<file path="src/rtl/bec_pkg.sv">
// shared types, constants and byte coding functions for the backslash escape codec
package bec_pkg;

    // character codes
    localparam logic [7:0] CH_BSL   = 8'h5C;
    localparam logic [7:0] CH_X     = 8'h78;
    localparam logic [7:0] CH_SPACE = 8'h20;
    localparam logic [7:0] CH_TILDE = 8'h7E;
    localparam logic [7:0] CH_EQ    = 8'h3D;
    localparam logic [7:0] CH_QUOTE = 8'h22;
    localparam logic [7:0] CH_ZERO  = 8'h30;
    localparam logic [7:0] CH_LOW_A = 8'h61;
    localparam logic [7:0] CASE_GAP = 8'h20;
    localparam logic [7:0] HEX_GAP  = 8'h07;

    // register indexes
    localparam logic REG_MODE = 1'b0;

    // default depth of the queue between front and back
    localparam int BEC_QUEUE_DEPTH = 4;

    // one output job: up to four output bytes
    typedef struct packed {
        logic [3:0][7:0] data;
        logic [1:0]      cnt_m1;
        logic            has_data;
        logic            eos;
    } t_job;

    // queue status seen by front and back
    typedef struct packed {
        logic full;
        logic empty;
    } t_q_stat;

    // lower-case hex character of a nibble
    function automatic logic [7:0] hex_char(input logic [3:0] nib);
        logic [7:0] r;
        if (nib < 4'd10) r = CH_ZERO + {4'd0, nib};
        else r = CH_LOW_A + {4'd0, nib} - 8'd10;
        return r;
    endfunction

    // letter for a two-character escape, zero if none
    function automatic logic [7:0] esc_letter(input logic [7:0] c);
        logic [7:0] r;
        case (c)
            8'h07:   r = 8'h61;
            8'h08:   r = 8'h62;
            8'h0C:   r = 8'h66;
            8'h0A:   r = 8'h6E;
            8'h0D:   r = 8'h72;
            8'h09:   r = 8'h74;
            8'h0B:   r = 8'h76;
            CH_BSL:  r = CH_BSL;
            default: r = 8'h00;
        endcase
        return r;
    endfunction

    // control byte of a letter escape, zero if not a letter escape
    function automatic logic [7:0] letter_code(input logic [7:0] c);
        logic [7:0] r;
        case (c)
            8'h61:   r = 8'h07;
            8'h62:   r = 8'h08;
            8'h66:   r = 8'h0C;
            8'h6E:   r = 8'h0A;
            8'h72:   r = 8'h0D;
            8'h74:   r = 8'h09;
            8'h76:   r = 8'h0B;
            default: r = 8'h00;
        endcase
        return r;
    endfunction

    // unchecked hex digit value, low eight bits (out-of-range digits spill upwards)
    function automatic logic [7:0] digit_val(input logic [7:0] c);
        logic signed [9:0] v;
        v = signed'({2'b00, c});
        if (c >= CH_LOW_A) v = v - signed'({2'b00, CASE_GAP});
        v = v - signed'({2'b00, CH_ZERO});
        if (v > 10'sd9) v = v - signed'({2'b00, HEX_GAP});
        return v[7:0];
    endfunction

    // encode one raw byte into a job
    function automatic t_job enc_job(input logic [7:0] c, input logic last);
        t_job       j;
        logic [7:0] esc;
        esc        = esc_letter(c);
        j.data     = '0;
        j.has_data = 1'b1;
        j.eos      = last;
        if (esc != 8'h00) begin
            j.data[0] = CH_BSL;
            j.data[1] = esc;
            j.cnt_m1  = 2'd1;
        end else if (c < CH_SPACE || c > CH_TILDE || c == CH_EQ || c == CH_QUOTE) begin
            j.data[0] = CH_BSL;
            j.data[1] = CH_X;
            j.data[2] = hex_char(c[7:4]);
            j.data[3] = hex_char(c[3:0]);
            j.cnt_m1  = 2'd3;
        end else begin
            j.data[0] = c;
            j.cnt_m1  = 2'd0;
        end
        return j;
    endfunction

endpackage

</file>
<file path="src/rtl/bec_front.sv">
// front end: takes input transfers, runs the decode parser, builds output jobs
module bec_front
    import bec_pkg::*;
(
    input  logic       i_clk,
    input  logic       i_rst_n,
    input  logic       i_valid,
    input  logic [7:0] i_in_byte,
    input  logic       i_last_in_string,
    input  logic       i_decode_mode,
    input  logic       i_clear,
    input  t_q_stat    i_q_stat,
    output logic       o_stall,
    output logic       o_push,
    output t_job       o_job
);

    typedef enum logic [1:0] {
        PH_NORMAL,
        PH_ESC,
        PH_HEX1,
        PH_HEX2
    } t_phase;

    t_phase     r_phase, n_phase;
    logic [3:0] r_first, n_first;
    logic       w_accept;
    logic       w_dec_out;
    logic [7:0] w_dec_byte;
    logic [7:0] w_code;
    logic [7:0] w_digit;
    t_job       w_dec_job;

    assign o_stall  = i_q_stat.full;
    assign w_accept = i_valid && !i_q_stat.full;
    assign w_code   = letter_code(i_in_byte);
    assign w_digit  = digit_val(i_in_byte);

    // decode parser step
    always_comb begin
        n_phase    = r_phase;
        n_first    = r_first;
        w_dec_out  = 1'b0;
        w_dec_byte = 8'h00;
        unique case (r_phase)
            PH_NORMAL: begin
                if (i_in_byte == CH_BSL) n_phase = PH_ESC;
                else begin
                    w_dec_out  = 1'b1;
                    w_dec_byte = i_in_byte;
                end
            end
            PH_ESC: begin
                if (i_in_byte == CH_X) n_phase = PH_HEX1;
                else begin
                    w_dec_out  = 1'b1;
                    w_dec_byte = (w_code != 8'h00) ? w_code : i_in_byte;
                    n_phase    = PH_NORMAL;
                end
            end
            PH_HEX1: begin
                n_first = w_digit[3:0];
                n_phase = PH_HEX2;
            end
            PH_HEX2: begin
                // second digit is ored in whole, so a wild digit can set high bits
                w_dec_out  = 1'b1;
                w_dec_byte = {r_first, 4'd0} | w_digit;
                n_first    = 4'd0;
                n_phase    = PH_NORMAL;
            end
            default: n_phase = PH_NORMAL;
        endcase
        // end of string: a pending lone backslash is kept, open hex is dropped
        if (i_last_in_string) begin
            if (n_phase == PH_ESC) begin
                w_dec_out  = 1'b1;
                w_dec_byte = CH_BSL;
            end
            n_phase = PH_NORMAL;
            n_first = 4'd0;
        end
    end

    // decode job: one byte or a bare end marker
    always_comb begin
        w_dec_job          = '0;
        w_dec_job.data[0]  = w_dec_byte;
        w_dec_job.cnt_m1   = 2'd0;
        w_dec_job.has_data = w_dec_out;
        w_dec_job.eos      = i_last_in_string;
    end

    // job selection and push
    assign o_job  = i_decode_mode ? w_dec_job : enc_job(i_in_byte, i_last_in_string);
    assign o_push = w_accept && (!i_decode_mode || w_dec_out || i_last_in_string);

    // parser state
    always_ff @(posedge i_clk) begin
        if (!i_rst_n || i_clear) begin
            r_phase <= PH_NORMAL;
            r_first <= 4'd0;
        end else if (w_accept && i_decode_mode) begin
            r_phase <= n_phase;
            r_first <= n_first;
        end
    end

endmodule

</file>
<file path="src/rtl/bec_queue.sv">
// short job queue between front and back
module bec_queue
    import bec_pkg::*;
#(
    parameter int DEPTH = BEC_QUEUE_DEPTH
) (
    input  logic    i_clk,
    input  logic    i_rst_n,
    input  logic    i_push,
    input  t_job    i_job,
    input  logic    i_pop,
    output t_job    o_head,
    output t_q_stat o_stat
);

    localparam int PTR_W = (DEPTH > 1) ? $clog2(DEPTH) : 1;
    localparam int CNT_W = $clog2(DEPTH + 1);

    t_job             r_mem [DEPTH];
    logic [PTR_W-1:0] r_wr, r_rd;
    logic [CNT_W-1:0] r_cnt;
    logic             w_wr_en, w_rd_en;

    assign o_stat.full  = (r_cnt == CNT_W'(DEPTH));
    assign o_stat.empty = (r_cnt == '0);
    assign o_head       = r_mem[r_rd];
    assign w_wr_en      = i_push && !o_stat.full;
    assign w_rd_en      = i_pop && !o_stat.empty;

    // storage
    always_ff @(posedge i_clk) begin
        if (w_wr_en) r_mem[r_wr] <= i_job;
    end

    // pointers and fill count
    always_ff @(posedge i_clk) begin
        if (!i_rst_n) begin
            r_wr  <= '0;
            r_rd  <= '0;
            r_cnt <= '0;
        end else begin
            if (w_wr_en) r_wr <= (r_wr == PTR_W'(DEPTH - 1)) ? '0 : r_wr + 1'b1;
            if (w_rd_en) r_rd <= (r_rd == PTR_W'(DEPTH - 1)) ? '0 : r_rd + 1'b1;
            if (w_wr_en && !w_rd_en) r_cnt <= r_cnt + 1'b1;
            else if (!w_wr_en && w_rd_en) r_cnt <= r_cnt - 1'b1;
        end
    end

endmodule

</file>
<file path="src/rtl/bec_back.sv">
// back end: plays jobs out one byte per transfer through an output register
module bec_back
    import bec_pkg::*;
(
    input  logic       i_clk,
    input  logic       i_rst_n,
    input  t_job       i_head,
    input  t_q_stat    i_q_stat,
    output logic       o_pop,
    input  logic       i_stall,
    output logic       o_valid,
    output logic [7:0] o_out_byte,
    output logic       o_byte_valid,
    output logic       o_last_of_run,
    output logic       o_end_of_string
);

    t_job       r_job;
    logic [1:0] r_idx, n_idx;
    logic       r_busy;
    logic       r_out_valid;
    logic [7:0] r_out_byte;
    logic       r_byte_valid, r_last_of_run, r_eos;
    logic       w_load, w_emit, w_last_beat;

    assign w_load      = !r_out_valid || !i_stall;
    assign w_emit      = r_busy && w_load;
    assign w_last_beat = (r_idx == r_job.cnt_m1);
    assign o_pop       = !i_q_stat.empty && (!r_busy || (w_emit && w_last_beat));

    // next byte index within the current job
    always_comb begin
        n_idx = r_idx;
        if (o_pop) n_idx = 2'd0;
        else if (w_emit) n_idx = r_idx + 2'd1;
    end

    // control state
    always_ff @(posedge i_clk) begin
        if (!i_rst_n) begin
            r_busy      <= 1'b0;
            r_out_valid <= 1'b0;
            r_idx       <= 2'd0;
        end else begin
            r_idx <= n_idx;
            if (w_load) r_out_valid <= w_emit;
            if (o_pop) r_busy <= 1'b1;
            else if (w_emit && w_last_beat) r_busy <= 1'b0;
        end
    end

    // job and output payload
    always_ff @(posedge i_clk) begin
        if (o_pop) r_job <= i_head;
        if (w_emit) begin
            r_out_byte    <= r_job.data[r_idx];
            r_byte_valid  <= r_job.has_data;
            r_last_of_run <= w_last_beat;
            r_eos         <= w_last_beat && r_job.eos;
        end
    end

    assign o_valid         = r_out_valid;
    assign o_out_byte      = r_out_byte;
    assign o_byte_valid    = r_byte_valid;
    assign o_last_of_run   = r_last_of_run;
    assign o_end_of_string = r_eos;

endmodule

</file>
<file path="src/rtl/backslash_escape_codec.sv">
// Backslash escape codec: encodes raw bytes into C-style escapes or decodes them back.
// The front end takes one input transfer per cycle whenever the job queue has room and
// turns it into a job of one to four output bytes; the back end sends one output byte per
// cycle while the receiver does not stall, playing each job out byte by byte: one byte for
// a plain byte or a decoded result, two for a letter escape, four for a \xHH escape. A
// decode byte that produces nothing (the backslash, the x, the first hex digit) sends no
// output byte. The user must write the mode register at address 0 only while the block is
// idle; the block itself does not enforce this. A write also resets the parser.
module backslash_escape_codec
    import bec_pkg::*;
#(
    parameter int QUEUE_DEPTH = BEC_QUEUE_DEPTH
) (
    input  logic        i_clk,
    input  logic        i_rst_n,
    input  logic        psel,
    input  logic        penable,
    input  logic        pwrite,
    input  logic [2:0]  paddr,
    input  logic [31:0] pwdata,
    output logic [31:0] prdata,
    output logic        pready,
    input  logic        i_valid,
    output logic        o_stall,
    input  logic [7:0]  i_in_byte,
    input  logic        i_last_in_string,
    output logic        o_valid,
    input  logic        i_stall,
    output logic [7:0]  o_out_byte,
    output logic        o_byte_valid,
    output logic        o_last_of_run,
    output logic        o_end_of_string
);

    logic    r_decode_mode;
    logic    w_cfg_wr;
    logic    w_push, w_pop;
    t_job    w_job, w_head;
    t_q_stat w_q_stat;

    // configuration port
    assign pready   = 1'b1;
    assign w_cfg_wr = psel && penable && pwrite && (paddr[2] == REG_MODE);
    assign prdata   = (paddr[2] == REG_MODE) ? {31'd0, r_decode_mode} : 32'd0;

    always_ff @(posedge i_clk) begin
        if (!i_rst_n) r_decode_mode <= 1'b0;
        else if (w_cfg_wr) r_decode_mode <= pwdata[0];
    end

    bec_front u_front (
        .i_clk            (i_clk),
        .i_rst_n          (i_rst_n),
        .i_valid          (i_valid),
        .i_in_byte        (i_in_byte),
        .i_last_in_string (i_last_in_string),
        .i_decode_mode    (r_decode_mode),
        .i_clear          (w_cfg_wr),
        .i_q_stat         (w_q_stat),
        .o_stall          (o_stall),
        .o_push           (w_push),
        .o_job            (w_job)
    );

    bec_queue #(
        .DEPTH (QUEUE_DEPTH)
    ) u_queue (
        .i_clk   (i_clk),
        .i_rst_n (i_rst_n),
        .i_push  (w_push),
        .i_job   (w_job),
        .i_pop   (w_pop),
        .o_head  (w_head),
        .o_stat  (w_q_stat)
    );

    bec_back u_back (
        .i_clk           (i_clk),
        .i_rst_n         (i_rst_n),
        .i_head          (w_head),
        .i_q_stat        (w_q_stat),
        .o_pop           (w_pop),
        .i_stall         (i_stall),
        .o_valid         (o_valid),
        .o_out_byte      (o_out_byte),
        .o_byte_valid    (o_byte_valid),
        .o_last_of_run   (o_last_of_run),
        .o_end_of_string (o_end_of_string)
    );

`ifndef SYNTH
    // end of string only on the closing byte of a run
    a_eos_closes_run: assert property (@(posedge i_clk) disable iff (!i_rst_n)
        o_valid && o_end_of_string |-> o_last_of_run)
        else $error("end of string without end of run");

    // a bare end marker is a zero byte that closes the string
    a_bare_marker: assert property (@(posedge i_clk) disable iff (!i_rst_n)
        o_valid && !o_byte_valid |-> o_end_of_string && (o_out_byte == 8'h00))
        else $error("malformed end marker");

    // queue is never popped when empty
    a_no_pop_empty: assert property (@(posedge i_clk) disable iff (!i_rst_n)
        w_pop |-> !w_q_stat.empty)
        else $error("pop from empty queue");

    // nothing comes out right after reset
    a_reset_quiet: assert property (@(posedge i_clk)
        !i_rst_n |=> !o_valid)
        else $error("output valid straight after reset");
`endif

endmodule

</file>
<file path="config.mk">
export PLATFORM = sky130hd
export DESIGN_NAME = backslash_escape_codec
export DESIGN_NICKNAME = d
export VERILOG_FILES = /design/src/rtl/bec_pkg.sv /design/src/rtl/bec_front.sv /design/src/rtl/bec_queue.sv /design/src/rtl/bec_back.sv /design/src/rtl/backslash_escape_codec.sv
export SDC_FILE = /design/constraint.sdc
export NUM_CORES = 1
export LEC_CHECK = 0
export BUFFER_PORTS_ARGS = -buffer_cell sky130_fd_sc_hd__clkbuf_2
export CORE_UTILIZATION = 40
export DETAILED_ROUTE_END_ITERATION = 8
export GPL_TIMING_DRIVEN = 0
export MAX_ROUTING_LAYER = met4
export PLACE_DENSITY = 0.67
export RECOVER_POWER = 25
export SYNTH_ARGS = -nofsm -noshare
export SYNTH_HDL_FRONTEND = slang
export SYNTH_HIERARCHICAL = 1
export SYNTH_SLANG_ARGS = --single-unit
</file>
<file path="constraint.sdc">
create_clock -name i_clk -period 5.84 [get_ports i_clk]
set_input_delay 1.168 -clock i_clk [delete_from_list [all_inputs] [get_ports i_clk]]
set_output_delay 1.168 -clock i_clk [all_outputs]
set_load 0.05 [all_outputs]
</file>
==> results by group <==
Clock network
  • Skew-Pair Late Insertion Delay: 0.49 ns
  • TritonCTS Buffers: 22
  • CTS Hold Bufs: 0
  • Post_cts resized: 0
  • Setup bufs post-CTS: 0
  • TritonCTS clock tree: yes
  • Clock Sinks: 211
  • Max clock buf depth: 3
  • # H-tree levels: 1
  • Clk pin slew, worst setup/hold paths: roughly 0.060 ns
  • Clk root buf: clkbuf_16

Critical path
  • CP Capture Type: flip-flop
  • Arr. time, crit path: ~5 ns
  • Critical Path, Cell by Cell: clkbuf_2, clkbuf_1, inv_1, ha_1, nand2_1, o21a_2, xnor2_1, ha_1, nor2b_1, a221oi_1, o31ai_1, a21o_1, mux2_4, a221o_1
  • Most used cell, CP: ha_1
  • CP peak stage delay: 0.55 ns
  • WP data required: about 6.1 ns
  • Worst-path fanout max: 10
  • CP startpoint kind: input pin
  • Slowest CP cell: o31ai_1
  • Crit Path Category: in2reg

Finish
  • Number of non-filler instances in the completed layout: 1093
  • Fillers: about 2100
  • Layout cells sized above 1: about 22%
  • Final net count: between 800 and 900
  • Layout area overhead: 13.83%
  • Post-route design area: 0.01129 mm2
  • N_diodes: 0

Detailed routing
  • Wire per inst: 18.31 um
  • DRC: 0
  • DR vias/cell: around 5.3
  • Drt pass-1 iters: 6
  • ANT nets after route: 0
  • DRT iter0 DRCs: 450
  • Routed vias: approximately 5800
  • WL final: 20.01 mm

GRT
  • Vias in the first global route: between 5000 and 6000
  • Antenna violations before repair: 0
  • Largest net degree at the start of global routing: 34
  • First-pass GRT wire length: between 30 and 40 mm
  • Grt total ovfl: 0
  • Total GRT Usage: 16.44%

Yosys
  • Top FF cell, synth: edfxtp_1
  • Top post-synthesis cells by area: edfxtp_1, mux4_2, dfxtp_1
  • Flops & latches, synth: 211
  • Compound-Gate Fraction of Synth Area: under 10%
  • YS warnings: 6
  • Mux contribution to synthesized area: 11.09%
  • Seq/Total Area, Yosys: just over 60%
  • Largest area contributor in the netlist: edfxtp_1
  • Async S/R FF share, synth: 0%
  • Syn Area/Cell: 15.00 um2
  • Most numerous cell in the Yosys netlist: edfxtp_1
  • Netlist Area Pre-Place: ~0.0099 mm2
  • Post-synthesis simple-gate area fraction: about 8.3%
  • Synth cell types: 88
  • Largest family of logic cells by synthesized area: multiplexers
  • Synthesized instance count: between 600 and 700
  • EDFF count, synth: between 150 and 200
  • Post-synthesis xor/xnor area fraction: approximately 1.1%
  • Top cells by count, synth: edfxtp_1, buf_4, mux4_2, nand2_1, nor2_1
  • Synth Area in Adders: about 2.9%
  • Area fraction of the dominant cell type after synthesis: 57.83%

STA
  • Final Setup Violations: 0
  • Worst clock skew: 0.01085 ns
  • Setup TNS: 0 ns
  • Fmax: ~210 MHz
  • Final Max Tran Viols: 0
  • RSZ-0062 raised after global routing: false
  • Min Clock Period, post-route: slightly below 5 ns
  • Worst Tran Pin Value: 1.041 ns
  • Final period util: between 80 and 90%
  • Final Hold Vio Count: 0
  • Slew margin rel.: around 31%

Floorplanning
  • Die Area: 0.02543 mm2
  • I/O Pins: between 90 and 100
  • Row count: 57
  • Starting Density: between 40% and 50%
  • Placeable Area: 0.02432 mm2
  • Die Width: 159.5 um
  • Die Ht: ~160 um

Place
  • Dpl cell area: 0.01074 mm2
  • Placed wire-length estimate: about 14 mm
  • Gpl congestion: just over 0.9
  • Dpl cells: around 1100
  • Port Buf Inserts: 30

Power
  • Static Leak: about 0.0039 uW
  • Peak VDD IR: 0.2217 mV
  • Cell Pwr Density: roughly 430 mW/mm2

Job
  • Max_cap viols: 0

Hold path
  • HP Class: reg2reg

Run status
  • Status: finished, final reports clean
cells by family after synthesis:
| group | after synthesis |
|---|---|
| DFF | 211 |
| and+or+nand+nor | 152 |
| AOI/OAI and AO/OA | 120 |
| buffers and inverters | 93 |
| muxes | 51 |
| adders and majority gates | 22 |
| xor gates and xnor gates | 9 |
| other | 3 |
power by group:
part,total [uW],internal (uW),switching (uW)
sequential,2210,2110,102
combinational,1260,477,787
clock,1350,806,541
area by class of cell:
cell class              instances  area, um2  area share (%)
inverters                      24      90.09          0.7980
clock inverters                13      112.6          0.9974
flip-flops and latches        211       6136           54.35
plain buffers                  69      422.9           3.746
multi-input cells             389       3283           29.08
repair buffers                 36      249.0           2.205
clock buffers                  27      590.6           5.231
well taps                     324      405.4           3.591
sequential cells by signal, indices dropped and copies added (netlist names), 2 cells and up, named ones only:
register           cells
u_back/o_out_byte      8
u_back/r_idx           2
u_back/r_job          36
u_front/r_first        4
u_front/r_phase        2
u_queue/r_cnt          3
u_queue/r_mem        144
u_queue/r_rd           2
u_queue/r_wr           2
critical path, delay by kind of cell:
family	cells	cell delay, ns
fa+ha+maj	2	0.68
xor+xnor	1	0.16
compound gates	5	1.50
buf+inv	3	0.90
mux	1	0.34
simple gates	2	0.28
metal layers:
metal  vias up  track usage [%]  part of all wire (%)
li1       2707                -                     -
met1      2843            21.93                    44
met2       199            26.74                    48
met3        34            1.797                   5.2
met4         0            4.545                   2.1
met5         -                -                     0
stage by stage:
step | total power [uW] | worst slack [ns] | util, % | hold WS, ns
2_1_floorplan | 3256 | 1.366 | - | 0.4003
3_3_place_gp | 3571 | 0.1927 | 43.56 | 0.4296
3_5_place_dp | 3661 | 0.5313 | 44.14 | 0.4376
4_1_cts | 5017 | 1.034 | 47.03 | 0.4477
5_1_grt | 5055 | 0.7813 | 46.42 | 0.4538
6_report | 4826 | 1.003 | 46.42 | 0.4395
cell usage in the layout, fill, tap and decap left out, drive strengths merged, types with 12 or more instances in the layout:
cell / Yosys / layout
nor3: 12 / 12
nor2: 36 / 36
mux4: 44 / 44
dfxtp: 20 / 20
conb: 3 / 35
edfxtp: 191 / 191
buf: 58 / 55
nand2: 35 / 35
clkbuf: 11 / 77
inv: 23 / 24
a21oi: 31 / 31
ha: 21 / 21
o21ai: 25 / 25
worst paths after layout:
check	cells past startpoint	from	slack (ns)	to
setup reg to reg	11	u_back/r_idx[0]$_SDFFE_PP0P_	2.15	u_queue/r_cnt[2]$_SDFFE_PN0P_
hold / removal	0	u_back/r_job[1]$_DFFE_PP_	0.44	u_back/o_byte_valid$_DFFE_PP_
setup / recovery	14	i_in_byte[4]	1.00	u_queue/r_mem[0][5]$_DFFE_PP_
hold reg to reg	0	u_back/r_job[1]$_DFFE_PP_	0.44	u_back/o_byte_valid$_DFFE_PP_
No activity file was read; power rests on OpenSTA's default activity.
